$ cat config.mk
export PLATFORM = sky130hd
export DESIGN_NAME = waveform_shaper
export DESIGN_NICKNAME = d
export VERILOG_FILES = /design/src/sv/wfs_pkg.sv /design/src/sv/waveform_shaper.sv /design/src/sv/wfs_front.sv /design/src/sv/wfs_cell.sv
export SDC_FILE = /design/constraint.sdc
export NUM_CORES = 2
export LEC_CHECK = 0
export BUFFER_PORTS_ARGS = -buffer_cell sky130_fd_sc_hd__clkbuf_2
export CAP_MARGIN = 0
export CORE_MARGIN = 1
export CORE_UTILIZATION = 40
export DETAILED_ROUTE_END_ITERATION = 7
export PLACE_DENSITY = 0.55
export SYNTH_ARGS = -nofsm -noshare
export SYNTH_HDL_FRONTEND = slang
export SYNTH_SLANG_ARGS = --single-unit
$ cat constraint.sdc
create_clock -name clk_i -period 8.5 [get_ports clk_i]
set_input_delay 0.425 -clock clk_i [delete_from_list [all_inputs] [get_ports clk_i]]
set_output_delay 0.425 -clock clk_i [all_outputs]
set_load 0.02 [all_outputs]
$ cat src/sv/wfs_pkg.sv
`timescale 1ns / 1ps

package wfs_pkg;

  // Width of the angle field on the input stream.
  localparam int ANGLE_BITS = 24;

  // Width of the waveform mode register.
  localparam int MODE_BITS = 3;

  // Waveform selection codes.
  typedef enum logic [MODE_BITS-1:0] {
    MODE_PARABOLIC   = 3'd0,
    MODE_SQUARE_ROOT = 3'd1,
    MODE_TRIANGLE    = 3'd2,
    MODE_SAWTOOTH    = 3'd3,
    MODE_SQUARE_HALF = 3'd4,
    MODE_RAMP_SQUARE = 3'd5
  } wfs_mode_e;

endpackage

$ cat src/sv/waveform_shaper.sv
`timescale 1ns / 1ps

// Phase-to-waveform shaper. Each angle on the input stream gives one Q1.15
// style sample of the waveform chosen by the mode register: parabolic,
// square-root, triangle, sawtooth, half-amplitude square or ramped square.
// The block takes one request per clock unless the output stalls, and
// returns results in order. The pipeline is two front stages for phase
// reduction and per-mode arithmetic, a chain of SAMPLE_BITS + 1 root cells
// that each resolve one bit of the square root, and the output register.
// Every request passes the whole chain, so the latency is the same in all
// modes. Back-pressure on the output holds the pipeline in place while
// empty stages keep filling. The mode register resets to triangle and
// should be written only while no request is in flight; codes six and
// seven give a zero sample.
module waveform_shaper #(
  parameter int PHASE_BITS  = 16,
  parameter int SAMPLE_BITS = 16
) (
  input  logic                                   clk_i,
  input  logic                                   rst_ni,
  // Configuration: waveform_mode
  input  logic                                   cfg_valid_i,
  output logic                                   cfg_ready_o,
  input  logic [wfs_pkg::MODE_BITS-1:0]          cfg_data_i,
  input  logic                                   s_axis_tvalid_i,
  output logic                                   s_axis_tready_o,
  // Fields from bit 0: angle
  input  logic [wfs_pkg::ANGLE_BITS-1:0]         s_axis_tdata_i,
  output logic                                   m_axis_tvalid_o,
  input  logic                                   m_axis_tready_i,
  // Fields from bit 0: sample, then zero padding to a whole byte
  output logic [((SAMPLE_BITS+7)/8)*8-1:0]       m_axis_tdata_o
);

  import wfs_pkg::*;

  localparam int NW  = SAMPLE_BITS + 1;
  localparam int XW  = 2 * NW;
  localparam int VW  = SAMPLE_BITS + 2;
  localparam int SW  = VW + 1;
  localparam int TDW = ((SAMPLE_BITS + 7) / 8) * 8;

  localparam logic signed [VW-1:0] ONE_V = VW'(64'd1 << (SAMPLE_BITS-1));
  localparam logic [SAMPLE_BITS-1:0] S_MAX = {1'b0, {(SAMPLE_BITS-1){1'b1}}};
  localparam logic [SAMPLE_BITS-1:0] S_MIN = {1'b1, {(SAMPLE_BITS-1){1'b0}}};
  localparam logic [SAMPLE_BITS-1:0] S_HALF_POS = SAMPLE_BITS'(64'd1 << (SAMPLE_BITS-2));
  localparam logic [SAMPLE_BITS-1:0] S_HALF_NEG = ~S_HALF_POS + 1'b1;

  logic [MODE_BITS-1:0] mode_q;

  logic          chain_valid [0:NW];
  logic          chain_ready [0:NW];
  logic [XW-1:0] chain_x     [0:NW];
  logic [NW:0]   chain_rem   [0:NW];
  logic [NW-1:0] chain_root  [0:NW];
  logic [SW-1:0] chain_side  [0:NW];

  logic                   front_is_sqrt;
  logic signed [VW-1:0]   front_pre;
  logic signed [VW-1:0]   fin;
  logic                   fin_is_sqrt;
  logic signed [VW-1:0]   fin_pre;
  logic                   m_valid_q;
  logic [SAMPLE_BITS-1:0] sample_q, sample_d;

  // Mode register.
  assign cfg_ready_o = 1'b1;

  always_ff @(posedge clk_i or negedge rst_ni) begin
    if (!rst_ni) begin
      mode_q <= MODE_TRIANGLE;
    end else if (cfg_valid_i) begin
      mode_q <= cfg_data_i;
    end
  end

  // Phase reduction and per-mode arithmetic.
  wfs_front #(
    .PHASE_BITS  (PHASE_BITS),
    .SAMPLE_BITS (SAMPLE_BITS)
  ) u_front (
    .clk_i       (clk_i),
    .rst_ni      (rst_ni),
    .in_valid_i  (s_axis_tvalid_i),
    .in_ready_o  (s_axis_tready_o),
    .angle_i     (s_axis_tdata_i),
    .mode_i      (mode_q),
    .out_valid_o (chain_valid[0]),
    .out_ready_i (chain_ready[0]),
    .x_o         (chain_x[0]),
    .is_sqrt_o   (front_is_sqrt),
    .pre_o       (front_pre)
  );

  assign chain_rem[0]  = '0;
  assign chain_root[0] = '0;
  assign chain_side[0] = {front_is_sqrt, front_pre};

  // Square-root chain, one result bit per cell.
  for (genvar k = 0; k < NW; k++) begin : g_cell
    wfs_cell #(
      .XW (XW),
      .NW (NW),
      .SW (SW)
    ) u_cell (
      .clk_i   (clk_i),
      .rst_ni  (rst_ni),
      .valid_i (chain_valid[k]),
      .ready_o (chain_ready[k]),
      .x_i     (chain_x[k]),
      .rem_i   (chain_rem[k]),
      .root_i  (chain_root[k]),
      .side_i  (chain_side[k]),
      .valid_o (chain_valid[k+1]),
      .ready_i (chain_ready[k+1]),
      .x_o     (chain_x[k+1]),
      .rem_o   (chain_rem[k+1]),
      .root_o  (chain_root[k+1]),
      .side_o  (chain_side[k+1])
    );
  end

  // Final value selection and saturation of plus one.
  always_comb begin
    fin_is_sqrt = chain_side[NW][SW-1];
    fin_pre     = $signed(chain_side[NW][VW-1:0]);
    fin = fin_is_sqrt ? ($signed(VW'(chain_root[NW])) - ONE_V) : fin_pre;
    if (fin >= ONE_V) begin
      sample_d = S_MAX;
    end else if (fin < -ONE_V) begin
      sample_d = S_MIN;
    end else begin
      sample_d = fin[SAMPLE_BITS-1:0];
    end
  end

  // Output register.
  assign chain_ready[NW] = !m_valid_q || m_axis_tready_i;

  always_ff @(posedge clk_i or negedge rst_ni) begin
    if (!rst_ni) begin
      m_valid_q <= 1'b0;
    end else if (chain_ready[NW]) begin
      m_valid_q <= chain_valid[NW];
    end
  end

  always_ff @(posedge clk_i) begin
    if (chain_ready[NW] && chain_valid[NW]) begin
      sample_q <= sample_d;
    end
  end

  assign m_axis_tvalid_o = m_valid_q;
  assign m_axis_tdata_o  = TDW'(sample_q);

  // A result leaving the chain is always captured by the output register.
  assert property (@(posedge clk_i) disable iff (!rst_ni)
    (chain_valid[NW] && chain_ready[NW]) |=> m_valid_q)
    else $error("result from chain not captured");

  // The half square mode only ever yields plus or minus one half.
  assert property (@(posedge clk_i) disable iff (!rst_ni)
    (m_valid_q && mode_q == MODE_SQUARE_HALF) |->
      (sample_q == S_HALF_POS || sample_q == S_HALF_NEG))
    else $error("half square sample out of set");

  // The end of the chain holds its request while the output is stalled.
  assert property (@(posedge clk_i) disable iff (!rst_ni)
    (chain_valid[NW] && !chain_ready[NW]) |=> chain_valid[NW])
    else $error("chain end dropped a stalled request");

endmodule

$ cat src/sv/wfs_front.sv
`timescale 1ns / 1ps

module wfs_front #(
  parameter int PHASE_BITS  = 16,
  parameter int SAMPLE_BITS = 16
) (
  input  logic                               clk_i,
  input  logic                               rst_ni,
  input  logic                               in_valid_i,
  output logic                               in_ready_o,
  input  logic [wfs_pkg::ANGLE_BITS-1:0]     angle_i,
  input  logic [wfs_pkg::MODE_BITS-1:0]      mode_i,
  output logic                               out_valid_o,
  input  logic                               out_ready_i,
  output logic [2*SAMPLE_BITS+1:0]           x_o,
  output logic                               is_sqrt_o,
  output logic signed [SAMPLE_BITS+1:0]      pre_o
);

  import wfs_pkg::*;

  localparam int UW   = SAMPLE_BITS + 1;
  localparam int VW   = SAMPLE_BITS + 2;
  localparam int XW   = 2 * SAMPLE_BITS + 2;
  localparam int SQW  = 2 * PHASE_BITS;
  localparam int P10W = PHASE_BITS + 4;

  localparam logic [PHASE_BITS-1:0] HALF = {1'b1, {(PHASE_BITS-1){1'b0}}};
  localparam logic [P10W-1:0] HALF9  = P10W'(64'd9 << (PHASE_BITS-1));
  localparam logic [P10W-1:0] HALF10 = P10W'(64'd10 << (PHASE_BITS-1));
  localparam logic [P10W-1:0] HALF19 = P10W'(64'd19 << (PHASE_BITS-1));

  localparam logic signed [VW-1:0] ONE_V  = VW'(64'd1 << (SAMPLE_BITS-1));
  localparam logic signed [VW-1:0] HALF_V = VW'(64'd1 << (SAMPLE_BITS-2));

  // Scale factors as left and right shift amounts.
  localparam int SH0  = SAMPLE_BITS - 2*PHASE_BITS + 2;
  localparam int SH0L = (SH0 > 0) ? SH0 : 0;
  localparam int SH0R = (SH0 < 0) ? -SH0 : 0;
  localparam int W0   = SQW + SH0L;
  localparam int SH1  = 2*SAMPLE_BITS - PHASE_BITS + 1;
  localparam int SH1L = (SH1 > 0) ? SH1 : 0;
  localparam int SH1R = (SH1 < 0) ? -SH1 : 0;
  localparam int W1   = PHASE_BITS + SH1L;
  localparam int SH2  = SAMPLE_BITS - PHASE_BITS + 1;
  localparam int SH2L = (SH2 > 0) ? SH2 : 0;
  localparam int SH2R = (SH2 < 0) ? -SH2 : 0;
  localparam int W2   = PHASE_BITS + SH2L;
  localparam int SH3  = SAMPLE_BITS - PHASE_BITS;
  localparam int SH3L = (SH3 > 0) ? SH3 : 0;
  localparam int SH3R = (SH3 < 0) ? -SH3 : 0;
  localparam int W3   = PHASE_BITS + SH3L + 1;
  localparam logic [W3-1:0] M3 = W3'((64'd1 << SH3R) - 64'd1);

  logic                              a_ready;
  logic                              a_valid_q;
  logic [PHASE_BITS-1:0]             a_p_q, a_p_d;
  logic [PHASE_BITS-1:0]             a_e_q, a_e_d;
  logic [ANGLE_BITS-1:0]             mag;

  logic                              b_ready;
  logic                              b_valid_q;
  logic [XW-1:0]                     b_x_q, b_x_d;
  logic                              b_is_sqrt_q, b_is_sqrt_d;
  logic signed [VW-1:0]              b_pre_q, b_pre_d;

  logic [SQW-1:0]                    sq;
  logic [UW-1:0]                     u0, u2, u3;
  logic [P10W-1:0]                   p10;
  logic                              ramp_fall, ramp_rise;
  logic [PHASE_BITS-1:0]             e5, e_tri;
  logic signed [VW-1:0]              v_tri;

  // Stage A: magnitude, reduction to one period, distance from the half point.
  assign a_ready    = !a_valid_q || b_ready;
  assign in_ready_o = a_ready;

  always_comb begin
    mag   = angle_i[ANGLE_BITS-1] ? (~angle_i + 1'b1) : angle_i;
    a_p_d = mag[PHASE_BITS-1:0];
    a_e_d = (a_p_d >= HALF) ? (a_p_d - HALF) : (HALF - a_p_d);
  end

  always_ff @(posedge clk_i or negedge rst_ni) begin
    if (!rst_ni) begin
      a_valid_q <= 1'b0;
    end else if (a_ready) begin
      a_valid_q <= in_valid_i;
    end
  end

  always_ff @(posedge clk_i) begin
    if (a_ready && in_valid_i) begin
      a_p_q <= a_p_d;
      a_e_q <= a_e_d;
    end
  end

  // Stage B: per-mode arithmetic and the operand for the root chain.
  assign b_ready = !b_valid_q || out_ready_i;

  always_comb begin
    sq  = SQW'(a_e_q) * SQW'(a_e_q);
    u0  = UW'((W0'(sq) << SH0L) >> SH0R);
    u3  = UW'(((W3'(a_p_q) << SH3L) + M3) >> SH3R);
    p10 = (P10W'(a_p_q) << 3) + (P10W'(a_p_q) << 1);

    // Ramp windows at the end of each half period.
    ramp_fall = (p10 >= HALF9) && (a_p_q <= HALF);
    ramp_rise = (p10 >= HALF19);
    e5 = ramp_fall ? PHASE_BITS'(HALF10 - p10) : PHASE_BITS'(p10 - HALF19);

    // The triangle map is shared by the triangle and the ramped square.
    e_tri = (mode_i == MODE_RAMP_SQUARE) ? e5 : a_e_q;
    u2    = UW'((W2'(e_tri) << SH2L) >> SH2R);
    v_tri = $signed(VW'(u2)) - ONE_V;

    b_x_d       = XW'((W1'(a_e_q) << SH1L) >> SH1R);
    b_is_sqrt_d = 1'b0;
    case (mode_i)
      MODE_PARABOLIC: begin
        b_pre_d = $signed(VW'(u0)) - ONE_V;
      end
      MODE_SQUARE_ROOT: begin
        b_pre_d     = '0;
        b_is_sqrt_d = 1'b1;
      end
      MODE_TRIANGLE: begin
        b_pre_d = v_tri;
      end
      MODE_SAWTOOTH: begin
        b_pre_d = ONE_V - $signed(VW'(u3));
      end
      MODE_SQUARE_HALF: begin
        b_pre_d = (a_p_q < HALF) ? HALF_V : -HALF_V;
      end
      MODE_RAMP_SQUARE: begin
        if (ramp_fall || ramp_rise) begin
          b_pre_d = v_tri;
        end else begin
          b_pre_d = (a_p_q < HALF) ? ONE_V : -ONE_V;
        end
      end
      default: begin
        b_pre_d = '0;
      end
    endcase
  end

  always_ff @(posedge clk_i or negedge rst_ni) begin
    if (!rst_ni) begin
      b_valid_q <= 1'b0;
    end else if (b_ready) begin
      b_valid_q <= a_valid_q;
    end
  end

  always_ff @(posedge clk_i) begin
    if (b_ready && a_valid_q) begin
      b_x_q       <= b_x_d;
      b_is_sqrt_q <= b_is_sqrt_d;
      b_pre_q     <= b_pre_d;
    end
  end

  assign out_valid_o = b_valid_q;
  assign x_o         = b_x_q;
  assign is_sqrt_o   = b_is_sqrt_q;
  assign pre_o       = b_pre_q;

  // The distance from the half point never exceeds a half period.
  assert property (@(posedge clk_i) disable iff (!rst_ni)
    a_valid_q |-> (a_e_q <= HALF))
    else $error("phase distance above half period");

  // A stalled stage B keeps its request.
  assert property (@(posedge clk_i) disable iff (!rst_ni)
    (b_valid_q && !out_ready_i) |=> b_valid_q)
    else $error("stage B dropped a stalled request");

  // The root operand is only flagged for the square-root mode.
  assert property (@(posedge clk_i) disable iff (!rst_ni)
    (b_ready && a_valid_q && mode_i != MODE_SQUARE_ROOT) |=> !b_is_sqrt_q)
    else $error("root flag set outside square-root mode");

endmodule

$ cat src/sv/wfs_cell.sv
`timescale 1ns / 1ps

module wfs_cell #(
  parameter int XW = 34,
  parameter int NW = 17,
  parameter int SW = 19
) (
  input  logic          clk_i,
  input  logic          rst_ni,
  input  logic          valid_i,
  output logic          ready_o,
  input  logic [XW-1:0] x_i,
  input  logic [NW:0]   rem_i,
  input  logic [NW-1:0] root_i,
  input  logic [SW-1:0] side_i,
  output logic          valid_o,
  input  logic          ready_i,
  output logic [XW-1:0] x_o,
  output logic [NW:0]   rem_o,
  output logic [NW-1:0] root_o,
  output logic [SW-1:0] side_o
);

  logic          valid_q;
  logic [XW-1:0] x_q, x_d;
  logic [NW:0]   rem_q, rem_d;
  logic [NW-1:0] root_q, root_d;
  logic [SW-1:0] side_q;
  logic [NW+2:0] rem_sh, trial;
  logic          take;

  // One root digit: bring down two operand bits and try to subtract.
  always_comb begin
    rem_sh = {rem_i, x_i[XW-1 -: 2]};
    trial  = (NW+3)'({root_i, 2'b01});
    take   = (rem_sh >= trial);
    rem_d  = take ? (NW+1)'(rem_sh - trial) : (NW+1)'(rem_sh);
    root_d = {root_i[NW-2:0], take};
    x_d    = {x_i[XW-3:0], 2'b00};
  end

  assign ready_o = !valid_q || ready_i;

  always_ff @(posedge clk_i or negedge rst_ni) begin
    if (!rst_ni) begin
      valid_q <= 1'b0;
    end else if (ready_o) begin
      valid_q <= valid_i;
    end
  end

  always_ff @(posedge clk_i) begin
    if (ready_o && valid_i) begin
      x_q    <= x_d;
      rem_q  <= rem_d;
      root_q <= root_d;
      side_q <= side_i;
    end
  end

  assign valid_o = valid_q;
  assign x_o     = x_q;
  assign rem_o   = rem_q;
  assign root_o  = root_q;
  assign side_o  = side_q;

  // The partial remainder stays within twice the partial root.
  assert property (@(posedge clk_i) disable iff (!rst_ni)
    valid_q |-> (rem_q <= {root_q, 1'b0}))
    else $error("root remainder out of range");

  // A stalled cell keeps its request.
  assert property (@(posedge clk_i) disable iff (!rst_ni)
    (valid_q && !ready_i) |=> valid_q)
    else $error("cell dropped a stalled request");

  // An accepted request always lands in the cell.
  assert property (@(posedge clk_i) disable iff (!rst_ni)
    (valid_i && ready_o) |=> valid_q)
    else $error("cell lost an accepted request");

endmodule

==> metrics.md <==
| Metric | Value |
|---|---|
| Number of synthesized register bits | roughly 900 |
| Final Skew | ~0.023 ns |
| Critical R2R Launch | u_front.a_e_q[7] |
| # diodes | 0 |
| Metal2 WL | between 40,000 and 50,000 um |
| Final WL | 80,650 um |
| Critical Path RT | around 9 ns |
| Total power | about 20,000 uW |
| Max-Cap Viols | 0 |
| RSZ-0062 raised after global routing | no |
| Register area share after synthesis | roughly 58% |
| Met3 WL | 2335 um |
| PwrDens | just under 400 mW/mm^2 |
| Grt ovf | 0 |
| Synth area leader | edfxtp_1 |
| Asr flop ratio synth | 2.550% |
| Via Count | 25.70k |
| Initial Util | around two fifths |
| IO Count | 51 |
| CP Launch Type | flip-flop |
| Leakage | 0.02071 uW |
| Status | complete, no violations |
| Clock-pin slew on the worst setup and hold paths | 0.06 ns |
| Post-DP HPWL | between 60,000 and 70,000 um |
| Tightest Pin Transition | between 1 and 1.5 ns |
| Hold Crit Class | in -> reg |
| Worst vdd ir | around 1.2 mV |
| Hold_buf cts | 5 |
| Final #Nets | about 4.2k |
| Port Buf Inserts | between 40 and 50 |
| TritonCTS clock tree | built |
| GR Util All Layers | 13.97% |
| Post-Synthesis Cells | ~3.6k |
| CP max FO | 11 |
| Synth cell types | 92 |
| Hold depth | 2 |
| Gpl congestion | 0.8837 |
| Synth area leaders | edfxtp_1 57%, ha_1 7.4%, fa_1 7.2% |
| Reg2reg end | u_front.pre_o[16] |
| Starting DRT DRC Count | around 1.0k |
| WL per Instance | approximately 15 um |
| Area Growth Syn to Fin | 11.01% |
| Mapped Nets | between 4k and 5k |
| CTS max path bufs | 3 |
| Metal-1 WL | around 34,000 um |
| Predominant post-synthesis flop cell | edfxtp_1 |
| Setup bufs post-CTS | 0 |
| Final Max Tran Viols | 0 |
| Row Count | 124 |
| DRC viols | 0 |
| Cts repair resizes | 0 |
| Critical path class | reg -> reg |
| Number of global-route vias before repair | ~26k |
| Root Buffer | clkbuf_16 |
| Hold path startpoint | cfg_valid_i |
| Final setup viols | 0 |
| Global-route wire length before repair | ~130,000 um |
| TNS Setup | 0 ns |
| Number of routed nets with antenna violations | 0 |
| Highest metal layer with signal wires | met4 |
| Worst r2r path cells | 24 |
| Initial antenna violation count | 0 |
| Final Hold Fails | 0 |
| Cell area after synthesis | around 0.047 mm^2 |
| DR pass1 iterations | 5 |
| Largest net degree at the start of global routing | 53 |
| DIE AREA | around 0.12 mm^2 |
| Fin crit share | slightly above 90% |
| Via density | 4.837 |
| Nature of the critical path endpoint | flip-flop |
| Die span in y | approximately 340 um |
| CP arrival | roughly 8.2 ns |
| Shortest period the worst path allows | 7.779 ns |
| Top cell type's share of synthesized area | ~57% |
| Later-pin clock latency in the skew report | 0.65 ns |
| Setup slack, reg-to-reg | a little over 0.7 ns |
| Yosys warning count | 0 |
| Core area | roughly 0.11 mm^2 |
| Mapped Avg Cell Area | approximately 13 um^2 |
| TritonCTS Buffers | 90 |
| Peak Freq | 0.1285 GHz |
| Chip width | roughly 340 um |
| CTS HTree Levels | 3 |
| Worst slew margin | 28.70% |
| Post-synth EDFFs | 879 |
| Clock sinks | about 900 |
| Hold endpoint | mode_q[2] |
| Layout cells sized above 1 | between 8 and 9% |
## critical path, cell delays in order (launching register included)
cell and delay (ns):
edfxtp_1 0.65, nand2_1 0.21, inv_1 0.07, fa_1 0.48, inv_1 0.06, fa_1 0.53
inv_1 0.05, fa_1 0.52, fa_1 0.44, fa_1 0.55, inv_1 0.06, fa_1 0.52
inv_1 0.04, ha_1 0.29, a2111oi_0 0.34, o21ai_0 0.23, o211ai_1 0.37, nand3_1 0.22
a221o_1 0.39, a41o_1 0.33, o41ai_1 0.38, xnor2_1 0.16, ha_1 0.30, nor2_1 0.04
a211o_1 0.30
## kinds of logic (layout without fill, tap and decap cells)
kind of cell	count (synthesis)	count (layout)	synth area share, %
buffers and inverters	535	723	4.333
AND/OR/NAND/NOR	860	860	9.398
flip-flops	902	902	57.95
multiplexers	54	54	1.255
adder cells (fa/ha/maj)	441	441	14.55
AO/OA/AOI/OAI	550	550	7.420
other	2	2	0.01614
XOR/XNOR	269	269	5.078
## placed cells by master, fill, tap and decap left out, drive strengths merged, types with 43 or more instances in the layout
cell type	count
xor2	110
ha	274
nand2	242
and2	72
edfxtp	879
xnor2	159
buf	44
nand2b	44
inv	470
fa	167
or3	44
a21o	52
nor3	98
o21ai	175
clkinv	43
nor2	151
a21oi	145
nand3	50
clkbuf	154
## worst max path at each step
| stage | startpoint | endpoint | cells past startpoint |
|---|---|---|---|
| 3_3_place_gp | u_front.a_e_q[10] | u_front.pre_o[16] | 25 |
| 3_5_place_dp | u_front.a_e_q[7] | u_front.pre_o[16] | 24 |
| 4_1_cts | u_front.a_e_q[7] | u_front.pre_o[16] | 24 |
| 2_1_floorplan | u_front.a_e_q[4] | u_front.pre_o[16] | 24 |
| 6_report | u_front.a_e_q[7] | u_front.pre_o[16] | 24 |
| 5_1_grt | u_front.a_e_q[10] | u_front.pre_o[16] | 25 |
## final cells by class
type / count / area, um^2
well taps: 1512 / 1892
multi-input cells: 2176 / 17640
inverters: 466 / 1749
clock inverters: 54 / 462.9
repair buffers: 91 / 590.6
fillers: 10485 / 63140
clock buffers: 112 / 2356
flip-flops and latches: 902 / 26970
## layer usage
metal  GRT usage (%)  vias to the layer above
met5               0                        -
met4           4.880                        0
met3           2.017                      155
met2           25.90                      327
met1           16.34                    12223
li1                -                    12996
## cells in the mapped netlist (5+ instances only)
cell type,n
or4_1,13
a21oi_1,142
nand3_1,50
a211oi_1,13
o221ai_1,8
mux2i_1,22
nand2b_1,44
a21boi_0,7
nor4_1,28
clkbuf_1,62
nor2b_1,27
dfrtp_1,22
nand3b_1,11
mux2_2,31
nor3_1,96
nor2_1,149
nor3b_1,5
o41ai_1,7
fa_1,167
o21ai_0,165
or3_1,41
a31oi_1,26
and2_1,72
xor2_1,109
o21a_1,22
edfxtp_1,879
inv_1,462
a31o_2,8
xnor2_1,159
a211o_1,7
nand2_1,242
or2_2,20
nand4_1,11
o211ai_1,6
o22ai_1,5
ha_1,274
a21o_1,50
o31ai_1,18
and3_1,20
nand4b_1,5
o21ai_1,8
o21bai_1,20
## sequential cells by signal, indices dropped and copies added (netlist names)
| signal | flops |
|---|---|
| m_axis_tvalid_o | 1 |
| mode_q | 3 |
| u_front.pre_o | 18 |
| u_front.a_p_q | 15 |
| g_cell.u_cell.rem_o | 257 |
| g_cell.u_cell.root_o | 153 |
| u_front.a_valid_q | 1 |
| u_front.out_valid_o | 1 |
| m_axis_tdata_o | 16 |
| u_front.x_o | 16 |
| u_front.a_e_q | 16 |
| g_cell.u_cell.x_o | 64 |
| u_front.is_sqrt_o | 1 |
| g_cell.u_cell.side_o | 323 |
| g_cell.u_cell.valid_o | 17 |
## power by group
group | total (uW) | internal, uW | switching, uW
combinational | 10700 | 4310 | 6390
clock | 3780 | 2130 | 1650
sequential | 6050 | 5750 | 303
total | 20500 | 12200 | 8340
## metrics by stage
| step | worst slack [ns] | area [um^2] | utilization, % | hold WS [ns] | cells |
|---|---|---|---|---|---|
| global placement | 0.7590 | 48800 | 42.50 | 0.4005 | 5142 |
| global route | 0.3439 | 51670 | 45.00 | 0.04500 | 5313 |
| detailed placement | 0.7641 | 48800 | 42.50 | 0.4045 | 5142 |
| CTS | 0.7449 | 51670 | 45.00 | 0.02113 | 5313 |
| floorplan | 1.298 | 46540 | - | 0.1294 | 3613 |
| finish | 0.7206 | 51670 | 45.00 | 0.07029 | 5313 |
No activity file was read; power rests on OpenSTA's default activity.
